$ cat src/rtl/core/ses_pkg.sv
// ses_pkg: shared widths, register indexes, controller states and the
// command/status structs of the shell energy spectrum block.
// No dependencies.
package ses_pkg;

  // Field widths
  localparam int WAVE_W     = 32;
  localparam int COMP_W     = 16;
  localparam int INV_W      = 32;
  localparam int NS_W       = 7;
  localparam int ACC_W      = 48;
  localparam int IDX_OUT_W  = 6;
  localparam int CFG_ADDR_W = 2;
  localparam int CFG_DATA_W = 32;

  // Square root of the norm taken as a 48-bit radicand, one root bit a cycle
  localparam int RAD_W      = 48;
  localparam int ROOT_W     = 24;
  localparam int REM_W      = ROOT_W + 3;
  localparam int ROOT_ITERS = ROOT_W;
  localparam int CNT_W      = $clog2(ROOT_ITERS);
  localparam int PROD_W     = ROOT_W + INV_W;
  localparam int SHELL_W    = PROD_W - 32;

  // Sum of two or six squares of Q1.15 parts, Q3.30
  localparam int SQ_W       = 2 * COMP_W;
  localparam int TERM_W     = SQ_W + 1;
  localparam int NUM_COMP   = 6;

  localparam logic [ACC_W-1:0] ACC_MAX = {ACC_W{1'b1}};

  // Configuration register indexes
  localparam logic [CFG_ADDR_W-1:0] REG_NUM_SHELLS  = 2'd0;
  localparam logic [CFG_ADDR_W-1:0] REG_INV_STEP    = 2'd1;
  localparam logic [CFG_ADDR_W-1:0] REG_VECTOR_MODE = 2'd2;

  localparam logic [NS_W-1:0]  RST_NUM_SHELLS = 7'd32;
  localparam logic [INV_W-1:0] RST_INV_STEP   = 32'd65536;

  typedef enum logic [2:0] {
    S_IDLE,
    S_ROOT,
    S_MUL,
    S_READ,
    S_ADD,
    S_EMIT_RD,
    S_EMIT_LD
  } ses_state_t;

  // Controller to datapath
  typedef struct packed {
    logic accept_en;
    logic root_step;
    logic mul;
    logic bin_rd;
    logic bin_wr;
    logic emit_rd;
    logic emit_ld;
  } ses_cmd_t;

  // Datapath to controller
  typedef struct packed {
    logic in_fire;
    logic root_done;
    logic item_last;
    logic out_free;
    logic emit_last;
  } ses_sts_t;

endpackage

$ cat src/rtl/core/ses_ctrl.sv
// ses_ctrl: sequencer of the shell energy spectrum block.
// Depends on ses_pkg; drives ses_datapath through ses_cmd_t, reads ses_sts_t.
module ses_ctrl import ses_pkg::*; (
  input  logic     clk,
  input  logic     rst_n,
  input  ses_sts_t sts,
  output ses_cmd_t cmd
);

  ses_state_t state_r, state_nxt;

  // State register
  always_ff @(posedge clk) begin
    if (!rst_n) begin
      state_r <= S_IDLE;
    end else begin
      state_r <= state_nxt;
    end
  end

  // Next state and commands
  always_comb begin
    state_nxt = state_r;
    cmd       = '0;
    unique case (state_r)
      S_IDLE: begin
        cmd.accept_en = 1'b1;
        if (sts.in_fire) state_nxt = S_ROOT;
      end
      S_ROOT: begin
        cmd.root_step = 1'b1;
        if (sts.root_done) state_nxt = S_MUL;
      end
      S_MUL: begin
        cmd.mul   = 1'b1;
        state_nxt = S_READ;
      end
      S_READ: begin
        cmd.bin_rd = 1'b1;
        state_nxt  = S_ADD;
      end
      S_ADD: begin
        cmd.bin_wr = 1'b1;
        state_nxt  = sts.item_last ? S_EMIT_RD : S_IDLE;
      end
      S_EMIT_RD: begin
        // wait until the output register is free or being taken
        if (sts.out_free) begin
          cmd.emit_rd = 1'b1;
          state_nxt   = S_EMIT_LD;
        end
      end
      S_EMIT_LD: begin
        cmd.emit_ld = 1'b1;
        state_nxt   = sts.emit_last ? S_IDLE : S_EMIT_RD;
      end
      default: state_nxt = S_IDLE;
    endcase
  end

endmodule

$ cat config.mk
export PLATFORM = sky130hd
export DESIGN_NAME = ses_ctrl
export DESIGN_NICKNAME = d
export VERILOG_FILES = /design/src/rtl/core/ses_pkg.sv /design/src/rtl/core/ses_ctrl.sv
export SDC_FILE = /design/constraint.sdc
export NUM_CORES = 1
export LEC_CHECK = 0
export ABC_AREA = 1
export BUFFER_PORTS_ARGS = -buffer_cell sky130_fd_sc_hd__buf_2
export CAP_MARGIN = 20
export CORE_AREA = 5 5 42 44
export CTS_BUF_LIST = sky130_fd_sc_hd__clkbuf_8
export DETAILED_ROUTE_END_ITERATION = 7
export DIE_AREA = 0 0 47 49
export PLACE_DENSITY = 0.46
export RECOVER_POWER = 50
export SETUP_SLACK_MARGIN = 0.4
export SYNTH_ARGS = -nofsm -noshare
export SYNTH_HDL_FRONTEND = slang
export SYNTH_SLANG_ARGS = --single-unit
$ cat constraint.sdc
create_clock -name clk -period 0.9 [get_ports clk]
set_input_delay 0.045 -clock clk [delete_from_list [all_inputs] [get_ports clk]]
set_output_delay 0.045 -clock clk [all_outputs]
set_load 0.1 [all_outputs]
======== Yosys cells after proc, flatten, opt, wreduce, memory -nomap -nowiden ========
Index checks and enable logic that the tools add are counted.
storage, ports and cells
  bits in registers ....................... 3
  output and inout bits ................... 7
  bits of input ports ..................... 7
  logic and storage cells ................. 26
cells by class
  mux-type cells .......................... 14
  eq/ne operators ......................... 9
  reductions and logical operators ........ 2
operators by type and width
  kind                                            count
  case mux 3 bit (7 select lines)                 1
  2-to-1 mux 3 bit                                5
  == test 3 bit (second input constant)           3
  2-to-1 mux 1 bit                                8
  == test 3 x 2 -> 1 bit (second input constant)  2
  inequality test 2 bit (second input constant)   3
  == test 3 x 1 -> 1 bit (second input constant)  1
  zero test 3 bit                                 1
  AND reduction 3 bit                             1

======== Longest topological paths before layout ========
Gate-level depths: netlist (run 1).
  word-level depth ........................ 3
  depth in mapped cells ................... 7
  mapped depth without buffers ............ 7

======== Worst setup path after synthesis (run 1) ========
OpenSTA, ideal clock, no wires.
  path type ............................... reg2out
  from .................................... register state_r[2]
  to ...................................... output cmd[0] (netlist bit)
  path buffers ............................ 0
  path slack .............................. -1.690 ns
  arrival time ............................ 2.545 ns
  data required time ...................... 0.855 ns
  cell stages (with the launch flop) ...... 3
  cell sequence ........................... dfxtp_1 inv_2 nor3_1
RTL lines
  element                 line            RTL
  from (decl)             ses_ctrl.sv:10  ses_state_t state_r, state_nxt;
  from (signal assigned)  ses_ctrl.sv:17  state_r <= state_nxt;
  to (decl)               ses_ctrl.sv:7   output ses_cmd_t cmd

==> results of run 1 <==
## report_power, final
part	internal, mW	leakage, nW	switching, mW
Sequential	0.151	0.0267	0.0402
Combinational	0.276	0.255	0.383
Clock	0.290	0.0269	0.0834
## repair_timing
| action | in CTS | in global routing |
|---|---|---|
| resized for setup | 7 | 1 |
| setup buffers | 2 | 2 |
| pin swaps | 3 | 1 |
| endpoints found under the setup margin | 10 | 10 |
| hold buffers | 0 | 0 |
## final cells by class
class | count | area (sq um)
fillers | 133 | 718
inverters | 10 | 51.3
flip-flops and latches | 3 | 71.3
repair buffers | 25 | 279
well taps | 16 | 20.0
multi-input cells | 24 | 216
clock buffers | 3 | 41.3
clock inverters | 1 | 3.75
## cell usage in the layout, fill, tap and decap left out
cell type / netlist / final
sky130_fd_sc_hd__a21oi_4: 0 / 1
sky130_fd_sc_hd__a41oi_2: 0 / 1
sky130_fd_sc_hd__buf_12: 0 / 7
sky130_fd_sc_hd__buf_2: 0 / 6
sky130_fd_sc_hd__buf_4: 0 / 7
sky130_fd_sc_hd__buf_6: 0 / 5
sky130_fd_sc_hd__clkbuf_8: 0 / 3
sky130_fd_sc_hd__clkinvlp_4: 0 / 1
sky130_fd_sc_hd__dfxtp_4: 0 / 3
sky130_fd_sc_hd__inv_1: 7 / 7
sky130_fd_sc_hd__inv_2: 3 / 1
sky130_fd_sc_hd__inv_6: 0 / 2
sky130_fd_sc_hd__nand2_1: 2 / 2
sky130_fd_sc_hd__nand2_4: 1 / 3
sky130_fd_sc_hd__nand3_1: 6 / 5
sky130_fd_sc_hd__nand3_2: 0 / 1
sky130_fd_sc_hd__nand4_1: 1 / 1
sky130_fd_sc_hd__nor2_1: 4 / 2
sky130_fd_sc_hd__nor2_2: 3 / 1
sky130_fd_sc_hd__nor2_4: 0 / 4
sky130_fd_sc_hd__nor3_2: 1 / 1
sky130_fd_sc_hd__nor3_4: 0 / 2
## worst reg2reg max path, stage by stage (launching register included)
cell and delay (ps):
sky130_fd_sc_hd__dfxtp_4 400, sky130_fd_sc_hd__inv_2 70, sky130_fd_sc_hd__nand2_4 90, sky130_fd_sc_hd__buf_4 110, sky130_fd_sc_hd__nand3_1 110, sky130_fd_sc_hd__a21oi_4 170, sky130_fd_sc_hd__nor2_2 40
## metal layers
layer	GRT usage	wire, um	vias up
li1	-	-	173
met1	0.101	311	148
met2	0.120	368	13
met3	0.0701	106	0
met4	0	0	0
met5	0	0	-
## how the worst max path moves through the flow
stage | to | depth (start not counted) | slack [ps] | start
3_3_place_gp | state_r[0] | 7 | -90 | state_r[1]
4_1_cts | cmd[2] | 3 | -270 | state_r[0]
6_report | cmd[6] | 5 | -260 | state_r[0]
5_1_grt | cmd[6] | 5 | -320 | state_r[0]
3_5_place_dp | state_r[0] | 6 | -90 | state_r[0]
2_1_floorplan | state_r[0] | 6 | -510 | state_r[2]
## metrics by stage
step	hold slack [ps]	instance area, sq um	cells	setup slack [ps]
CTS	117	661	80	-267
detailed placement	323	569	74	-91.3
floorplan	214	319	37	-507
finish	111	683	82	-259
global placement	311	569	74	-87.1
global route	139	683	82	-316
## cells by family after synthesis
logic type | synth area share
buffers and inverters | 0.159
AOI/OAI and AO/OA | 0.0741
and+or+nand+nor | 0.513
DFF | 0.254
==> results.yml, run 1 <==
status:
  status: "finished with violations"
  violated_checks: "setup timing"
worst_setup_path:
  cp_top_family: "flip-flops"
  timing.setup.critical_path_class: "reg2out"
  cpPeakStageDelay_ps: 370
  path_cells: "inv_2 > nand2_4 > nor2_4 > buf_4 > buf_12"
  timing.critical_path.required_ps: 850
  critPathBufInv: 3
  cpMaxStageDelayCell: "sky130_fd_sc_hd__dfxtp_4"
  worstPathMaxFanout: 7
  worstRegToRegCells: 6
  timing.rr.start: "state_r[0]"
  critPathLaunchType: "flop"
  critical_path.endpoint_type: "output port"
  rr_endpoint: "state_r[0]"
  crit_arrival_ps: 1110
  r2r_setup_slack_ps: -210
routing:
  route.detailed.drc: 0
  num_vias: 334
  post_drt_via_cell_ratio: 4.07
  drt-wirelength-per-cell_um: 9.59
  drt-pass1-iter-count: 4
  drt.antenna.violating_nets: 0
  number_of_violations_reported_at_the_end_of_detailed_routing_iteration_0: 5
  finalWirelength_um: 786
floorplanning:
  ios: 14
  placementRows: 14
  die_width_um: 47
  dieHeight_um: 49
  fp.coreArea_sq_mm: 0.00140
  initial_core_util: 0.169
  dieArea_sq_mm: 0.00230
clock_tree:
  cts.path.max_buffers: 2
  tritoncts: "done"
  cts-htree-levels: 1
  clock-root-buffer: "sky130_fd_sc_hd__clkbuf_8"
  cts_made_buffers: 3
  sink_count_of_the_clock_tree: 3
  clk_latency_ps: 210
  cts.reportedPaths.clkPinSlew_ps: 30
place:
  detailed_placement_wirelength_estimate_um: 644
  gpl.final_weighted_congestion: 0.715
  port_buffers: 13
final_layout:
  registers.top_by_ff_count: "state_r"
  largest_register_ffs: 3
  syn2layout_area_growth_pct: 189
  antennaDiodeCount: 0
  post_route_cells_drive_above_1_share: 0.742
  nNetsFinal: 74
  finish.utilization: 0.488
  largestRegisters: "state_r x3"
timing:
  period_share: 1.29
  grt_setup_unrepaired: "yes"
  max_freq_ghz: 0.863
  slew_headroom: 0.883
  setup_tns_ps: -2020
  hold_violations: 0
  post-route-worst-setup-slack_ps: -259
  slew_violations: 0
  final_period_minus_worst_setup_slack_ps: 1160
  fin_worst_skew_ps: 3.63
  setup-violations-final: 10
  tightestPinTransition_ps: 176
hold_path:
  end_point_of_the_most_critical_hold_path: "state_r[0]"
  hold_path_class: "in2reg"
  worst_hold_startpoint: "rst_n"
  holdPathStages: 3
synthesis:
  synth_sequential_area_ratio: 0.254
  postSynthCellCount: 37
  synth_cell_types: 14
  synth_top_flop_cell: "sky130_fd_sc_hd__dfxtp_1"
  synth.net_count: 44
  post-synth-top-area-cell: "sky130_fd_sc_hd__dfxtp_1"
  synthTopCellsByCount: "sky130_fd_sc_hd__inv_1 (7), sky130_fd_sc_hd__nand3_1 (6), sky130_fd_sc_hd__nor2_1 (4)"
  yosys-top-cells-area: "sky130_fd_sc_hd__dfxtp_1 (25%), sky130_fd_sc_hd__nand3_1 (13%), sky130_fd_sc_hd__inv_1 (11%), sky130_fd_sc_hd__nor2_2 (7.9%), sky130_fd_sc_hd__nor2_1 (6.3%)"
  synth.yosys.warnings: 0
  syn_area_per_cell_sq_um: 6.39
  synth_edf_count: 0
  top_count_cell_post_synth: "sky130_fd_sc_hd__inv_1"
  ys_ff_latch: 3
  async_reset_ff_frac: 0
  post-synth-top-area-fraction: 0.254
  syn_area_sq_um: 236
power:
  power_density_mw_per_mm2: 1790
  maximum_resistive_drop_on_vdd_mv: 1.86
  total_leakage_power_nw: 0.308
  design_power_total_mw: 1.22
global_route:
  grt_max_degree: 8
  grt_overflow: 0
  grt_util_all_layers: 0.0830
  number_of_global_route_vias_before_repair: 348
  grt_first_pass_wirelength_um: 1410
  antenna_violations_before_repair: 0
run:
  cap_viol_max_count: 0
Power figures use the tool's default switching activity.
==> inputs of run 2 (changes only) <==
--- a/config.mk
+++ b/config.mk
@@ -7,12 +7,12 @@
 export LEC_CHECK = 0
 export ABC_AREA = 1
 export BUFFER_PORTS_ARGS = -buffer_cell sky130_fd_sc_hd__buf_2
-export CAP_MARGIN = 20
+export CAP_MARGIN = 10
 export CORE_AREA = 5 5 42 44
 export CTS_BUF_LIST = sky130_fd_sc_hd__clkbuf_8
 export DETAILED_ROUTE_END_ITERATION = 7
 export DIE_AREA = 0 0 47 49
-export PLACE_DENSITY = 0.46
+export PLACE_DENSITY = 0.44
 export RECOVER_POWER = 50
 export SETUP_SLACK_MARGIN = 0.4
 export SYNTH_ARGS = -nofsm -noshare
==> constraint.sdc (replaced) <==
create_clock -name clk -period 1.3 [get_ports clk]
set_input_delay 0.065 -clock clk [delete_from_list [all_inputs] [get_ports clk]]
set_output_delay 0.065 -clock clk [all_outputs]
set_load 0.1 [all_outputs]
==> run 2 against run 1 <==
The flow now finishes without violations. First-iteration DRC count is 40% lower. Critical endpoint is now cmd[5]. Setup slack better by 370 ps. Die area stayed put. Critical path depth decreased by 2. Routed wire length shrank 8.4%. Clock power is 30% lower. Clock-buffer cell count stayed put. Sequential share of layout area is 1.3 points higher. Largest power group unchanged. Non-clock buffer count shrank 6. Power shrank 37%. Clock skew is 1.3 ps lower.
==> results.yml, run 2 (synthesized netlist as in run 1, its figures left out) <==
floorplanning:
  fp.coreArea_sq_mm: 0.00140
  placementRows: 14
  dieHeight_um: 49
  ios: 14
  initial_core_util: 0.169
  die_width_um: 47
  dieArea_sq_mm: 0.00230
worst_setup_path:
  crit_arrival_ps: 1120
  worstRegToRegCells: 6
  critPathLaunchType: "flop"
  timing.setup.critical_path_class: "reg2out"
  timing.rr.start: "state_r[1]"
  worstPathMaxFanout: 4
  rr_endpoint: "state_r[0]"
  worst_setup_path_startpoint: "state_r[2]"
  r2r_setup_slack_ps: 200
  critical_path.endpoint_type: "output port"
  timing.critical_path.required_ps: 1240
global_route:
  number_of_global_route_vias_before_repair: 298
  grt_first_pass_wirelength_um: 1280
  antenna_violations_before_repair: 0
  grt_util_all_layers: 0.0802
  grt_overflow: 0
  grt_max_degree: 8
routing:
  drt-pass1-iter-count: 2
  drt-wirelength-per-cell_um: 9.47
  route.detailed.drc: 0
  drt.antenna.violating_nets: 0
  num_vias: 303
  post_drt_via_cell_ratio: 3.99
  finalWirelength_um: 720
  number_of_violations_reported_at_the_end_of_detailed_routing_iteration_0: 3
clock_tree:
  clk_latency_ps: 210
  cts.path.max_buffers: 2
  sink_count_of_the_clock_tree: 3
  cts_hold_buf: 0
  tritoncts: "done"
  cts_made_buffers: 3
  cts-htree-levels: 1
  clock-root-buffer: "sky130_fd_sc_hd__clkbuf_8"
  cts.reportedPaths.clkPinSlew_ps: 30
place:
  gpl.final_weighted_congestion: 0.676
  place_area_sq_um: 509
  port_buffers: 13
  instance_count_after_placement_with_tap_cells_included: 66
  detailed_placement_wirelength_estimate_um: 536
power:
  p_int_mw: 0.430
  maximum_resistive_drop_on_vdd_mv: 0.784
  power_frac_seq: 0.184
  power.switching_fraction: 0.440
  p_clk_frac: 0.338
  combinationalPowerShare: 0.478
  total_leakage_power_nw: 0.268
  power_density_mw_per_mm2: 1260
  switchingPower_mw: 0.338
final_layout:
  finalNonFillerCells: 76
  antennaDiodeCount: 0
  most-common-layout-cells: "sky130_fd_sc_hd__inv_1 (7), sky130_fd_sc_hd__buf_4 (7), sky130_fd_sc_hd__buf_2 (6)"
  num-fill-cells: 143
  design_area_sq_um: 608
  finish.utilization: 0.434
  registers.top_by_ff_count: "state_r"
  syn2layout_area_growth_pct: 157
  nNetsFinal: 68
  layout.area.seq_sq_um: 71.3
  largest_register_ffs: 3
  multiInputGateArea_sq_um: 221
  largestRegisters: "state_r x3"
  post_route_cells_drive_above_1_share: 0.733
timing:
  setup-violations-final: 0
  slew_violations: 0
  period_share: 0.914
  final_period_minus_worst_setup_slack_ps: 1190
  setup_tns_ps: 0
  slew_headroom: 0.815
  tightestPinTransition_ps: 280
  hold_violations: 0
  fin_worst_skew_ps: 2.37
  grt_setup_unrepaired: "yes"
  max_freq_ghz: 0.842
hold_path:
  holdPathStages: 3
  hold_path_class: "in2reg"
  end_point_of_the_most_critical_hold_path: "state_r[0]"
  worst_hold_startpoint: "rst_n"
run:
  cap_viol_max_count: 0
status:
  status: "finished clean"
run 2: area by class of cell:
type	instances	area share
Multi-Input combinational cell	24	0.364
Timing Repair Buffer	19	0.319
Sequential cell	3	0.117
Inverter	10	0.0926
Clock buffer	3	0.0679
Tap cell	16	0.0329
Clock inverter	1	0.00617
run 2: worst max-delay path, stage by stage (launching register included):
cell	delay (ps)
sky130_fd_sc_hd__dfxtp_4	360
sky130_fd_sc_hd__buf_4	150
sky130_fd_sc_hd__nor2_4	100
sky130_fd_sc_hd__buf_4	290
run 2: worst max path at each step:
stage / endpoint / slack (ps) / cells past startpoint
after floorplan: state_r[0] / -110 / 6
after global placement: state_r[0] / 280 / 6
after detailed placement: state_r[0] / 270 / 6
after CTS: cmd[1] / 150 / 4
after global routing: cmd[4] / 60 / 4
final: cmd[5] / 110 / 3
run 2: routing by layer:
metal	share of wire	vias up	GRT usage
met5	0	-	0
met4	0.021	0	0.0553
met3	0.088	2	0.0406
met2	0.50	10	0.113
met1	0.39	127	0.0899
li1	-	164	-
run 2: what timing repair did:
| action | 4_1_cts | 5_1_grt |
|---|---|---|
| buffers inserted | 5 | 1 |
| pin swaps | 3 | 3 |
| setup endpoints to repair | 10 | 10 |
| resized for setup | 4 | 3 |
run 2: power by group through the flow:
stage	combinational (mW)	sequential (mW)	clock, mW
2_1_floorplan	0.258	0.134	0
3_3_place_gp	0.369	0.140	0
3_5_place_dp	0.366	0.139	0
4_1_cts	0.390	0.139	0.269
5_1_grt	0.389	0.145	0.282
6_report	0.367	0.141	0.260
run 2: stage by stage:
step | hold WS (ps) | setup slack (ps) | power (mW)
after global routing | 143 | 64.1 | 0.815
after detailed placement | 340 | 267 | 0.504
after CTS | 128 | 149 | 0.799
final | 132 | 112 | 0.768
after floorplan | 234 | -107 | 0.392
after global placement | 332 | 275 | 0.509
==> inputs of run 3 (changes only) <==
--- a/config.mk
+++ b/config.mk
@@ -12,7 +12,6 @@
 export CTS_BUF_LIST = sky130_fd_sc_hd__clkbuf_8
 export DETAILED_ROUTE_END_ITERATION = 7
 export DIE_AREA = 0 0 47 49
-export PLACE_DENSITY = 0.44
 export RECOVER_POWER = 50
 export SETUP_SLACK_MARGIN = 0.4
 export SYNTH_ARGS = -nofsm -noshare
==> run 3 against run 2 <==
Non-clock buffer count is 1 lower. Global-route usage is 0.57 points lower. Routed wire length is 5.4% higher. Critical path depth is 1 lower. Maximum frequency is 0.18% higher. Sequential cell count stayed put. Register-to-register slack worse by 20 ps. Worst hold slack better by 2.4 ps. Clock-buffer cell count stayed put. Die area stayed put. Highest routed layer is now met3.
==> results.yml, run 3 (synthesized netlist as in run 1, its figures left out) <==
global_route:
  grt_max_degree: 8
  antenna_violations_before_repair: 0
  grt_first_pass_wirelength_um: 1250
  grt_util_all_layers: 0.0745
  number_of_global_route_vias_before_repair: 321
  grt_overflow: 0
final_layout:
  layout.area.seq_sq_um: 71.3
  num-fill-cells: 152
  antennaDiodeCount: 0
  registers.top_by_ff_count: "state_r"
  finish.utilization: 0.429
  nNetsFinal: 67
  most-common-layout-cells: "sky130_fd_sc_hd__inv_1 (7), sky130_fd_sc_hd__buf_2 (6), sky130_fd_sc_hd__buf_4 (5)"
  final_common_cell: "sky130_fd_sc_hd__inv_1"
  post_route_cells_drive_above_1_share: 0.729
  largestRegisters: "state_r x3"
  multiInputGateArea_sq_um: 229
  syn2layout_area_growth_pct: 154
  largest_register_ffs: 3
  finalNonFillerCells: 75
timing:
  grt_setup_unrepaired: "yes"
  tightestPinTransition_ps: 301
  period_share: 0.912
  final_period_minus_worst_setup_slack_ps: 1190
  hold_violations: 0
  max_freq_ghz: 0.843
  setup_tns_ps: 0
  setup-violations-final: 0
  slew_headroom: 0.800
  finalHoldWorstSlack_ps: 135
  post-route-worst-setup-slack_ps: 114
  fin_worst_skew_ps: 1.61
  slew_violations: 0
routing:
  drt-wirelength-per-cell_um: 10.1
  number_of_violations_reported_at_the_end_of_detailed_routing_iteration_0: 2
  route.detailed.drc: 0
  finalWirelength_um: 759
  post_drt_via_cell_ratio: 3.99
  drt.antenna.violating_nets: 0
  drt-pass1-iter-count: 2
  num_vias: 299
clock_tree:
  cts_made_buffers: 3
  clk_latency_ps: 210
  tritoncts: "done"
  clock-root-buffer: "sky130_fd_sc_hd__clkbuf_8"
  cts.path.max_buffers: 2
  cts_hold_buf: 0
  cts-htree-levels: 1
  sink_count_of_the_clock_tree: 3
  cts.reportedPaths.clkPinSlew_ps: 30
floorplanning:
  fp.coreArea_sq_mm: 0.00140
  die_width_um: 47
  initial_core_util: 0.169
  placementRows: 14
  dieArea_sq_mm: 0.00230
  dieHeight_um: 49
  ios: 14
place:
  detailed_placement_wirelength_estimate_um: 545
  worst_setup_slack_after_placement_ps: 252
  instance_count_after_placement_with_tap_cells_included: 66
  port_buffers: 13
  gpl.final_weighted_congestion: 0.698
worst_setup_path:
  timing.critical_path.required_ps: 1240
  worstPathMaxFanout: 7
  critical_path.endpoint_type: "output port"
  critPathLaunchType: "flop"
  timing.setup.critical_path_class: "reg2out"
  crit_arrival_ps: 1120
status:
  status: "finished clean"
power:
  maximum_resistive_drop_on_vdd_mv: 0.685
  power_density_mw_per_mm2: 1290
  total_leakage_power_nw: 0.261
hold_path:
  hold_path_class: "in2reg"
run:
  cap_viol_max_count: 0
-- run 3: changes by cell type in the layout (fill, tap and decap cells not counted), sizes merged --
cell,before,now
buf,19,17
clkbuf,3,4
-- run 3: path summary, 6_finish.rpt --
| kind | start | end | slack, ps | cells past startpoint |
|---|---|---|---|---|
| hold reg to reg | state_r[1] | state_r[2] | 650 | 2 |
| setup / recovery | state_r[0] | cmd[2] | 110 | 2 |
| hold / removal | rst_n | state_r[0] | 130 | 3 |
| setup reg to reg | state_r[1] | state_r[0] | 180 | 6 |
-- run 3: metal layers --
layer  GRT usage  share of wire  vias to the layer above
met3      0.0406           0.11                        0
met5           0              0                        -
li1            -              -                      161
met4      0.0276              0                        0
met1      0.0832           0.33                      128
met2       0.115           0.56                       10
-- run 3: what timing repair did --
item	in CTS	in global routing
buffers inserted	4	1
hold endpoints to repair	0	0
resized for setup	5	5
pin swaps	4	2
endpoints found under the setup margin	10	10
-- run 3: cell type report --
cell class	count	area share
multi-input cells	24	0.380
repair buffers	18	0.295
flip-flops and latches	3	0.119
inverters	10	0.0977
clock buffers	3	0.0686
well taps	16	0.0333
clock inverters	1	0.00624
-- run 3: critical path: stages, from the launching register on --
cell                       delay, ps
sky130_fd_sc_hd__dfxtp_4         390
sky130_fd_sc_hd__nor3_4          170
sky130_fd_sc_hd__clkbuf_4        340
-- run 3: stage by stage --
step / total power, mW / area [sq um]
4_1_cts: 0.800 / 613
5_1_grt: 0.817 / 602
6_report: 0.774 / 602
2_1_floorplan: 0.392 / 319
3_5_place_dp: 0.506 / 509
3_3_place_gp: 0.502 / 509
-- run 3: where the power goes --
group | internal [mW] | switching (mW) | leakage (nW)
clock | 0.201 | 0.0572 | 0.0269
sequential | 0.105 | 0.0406 | 0.0267
combinational | 0.126 | 0.245 | 0.208
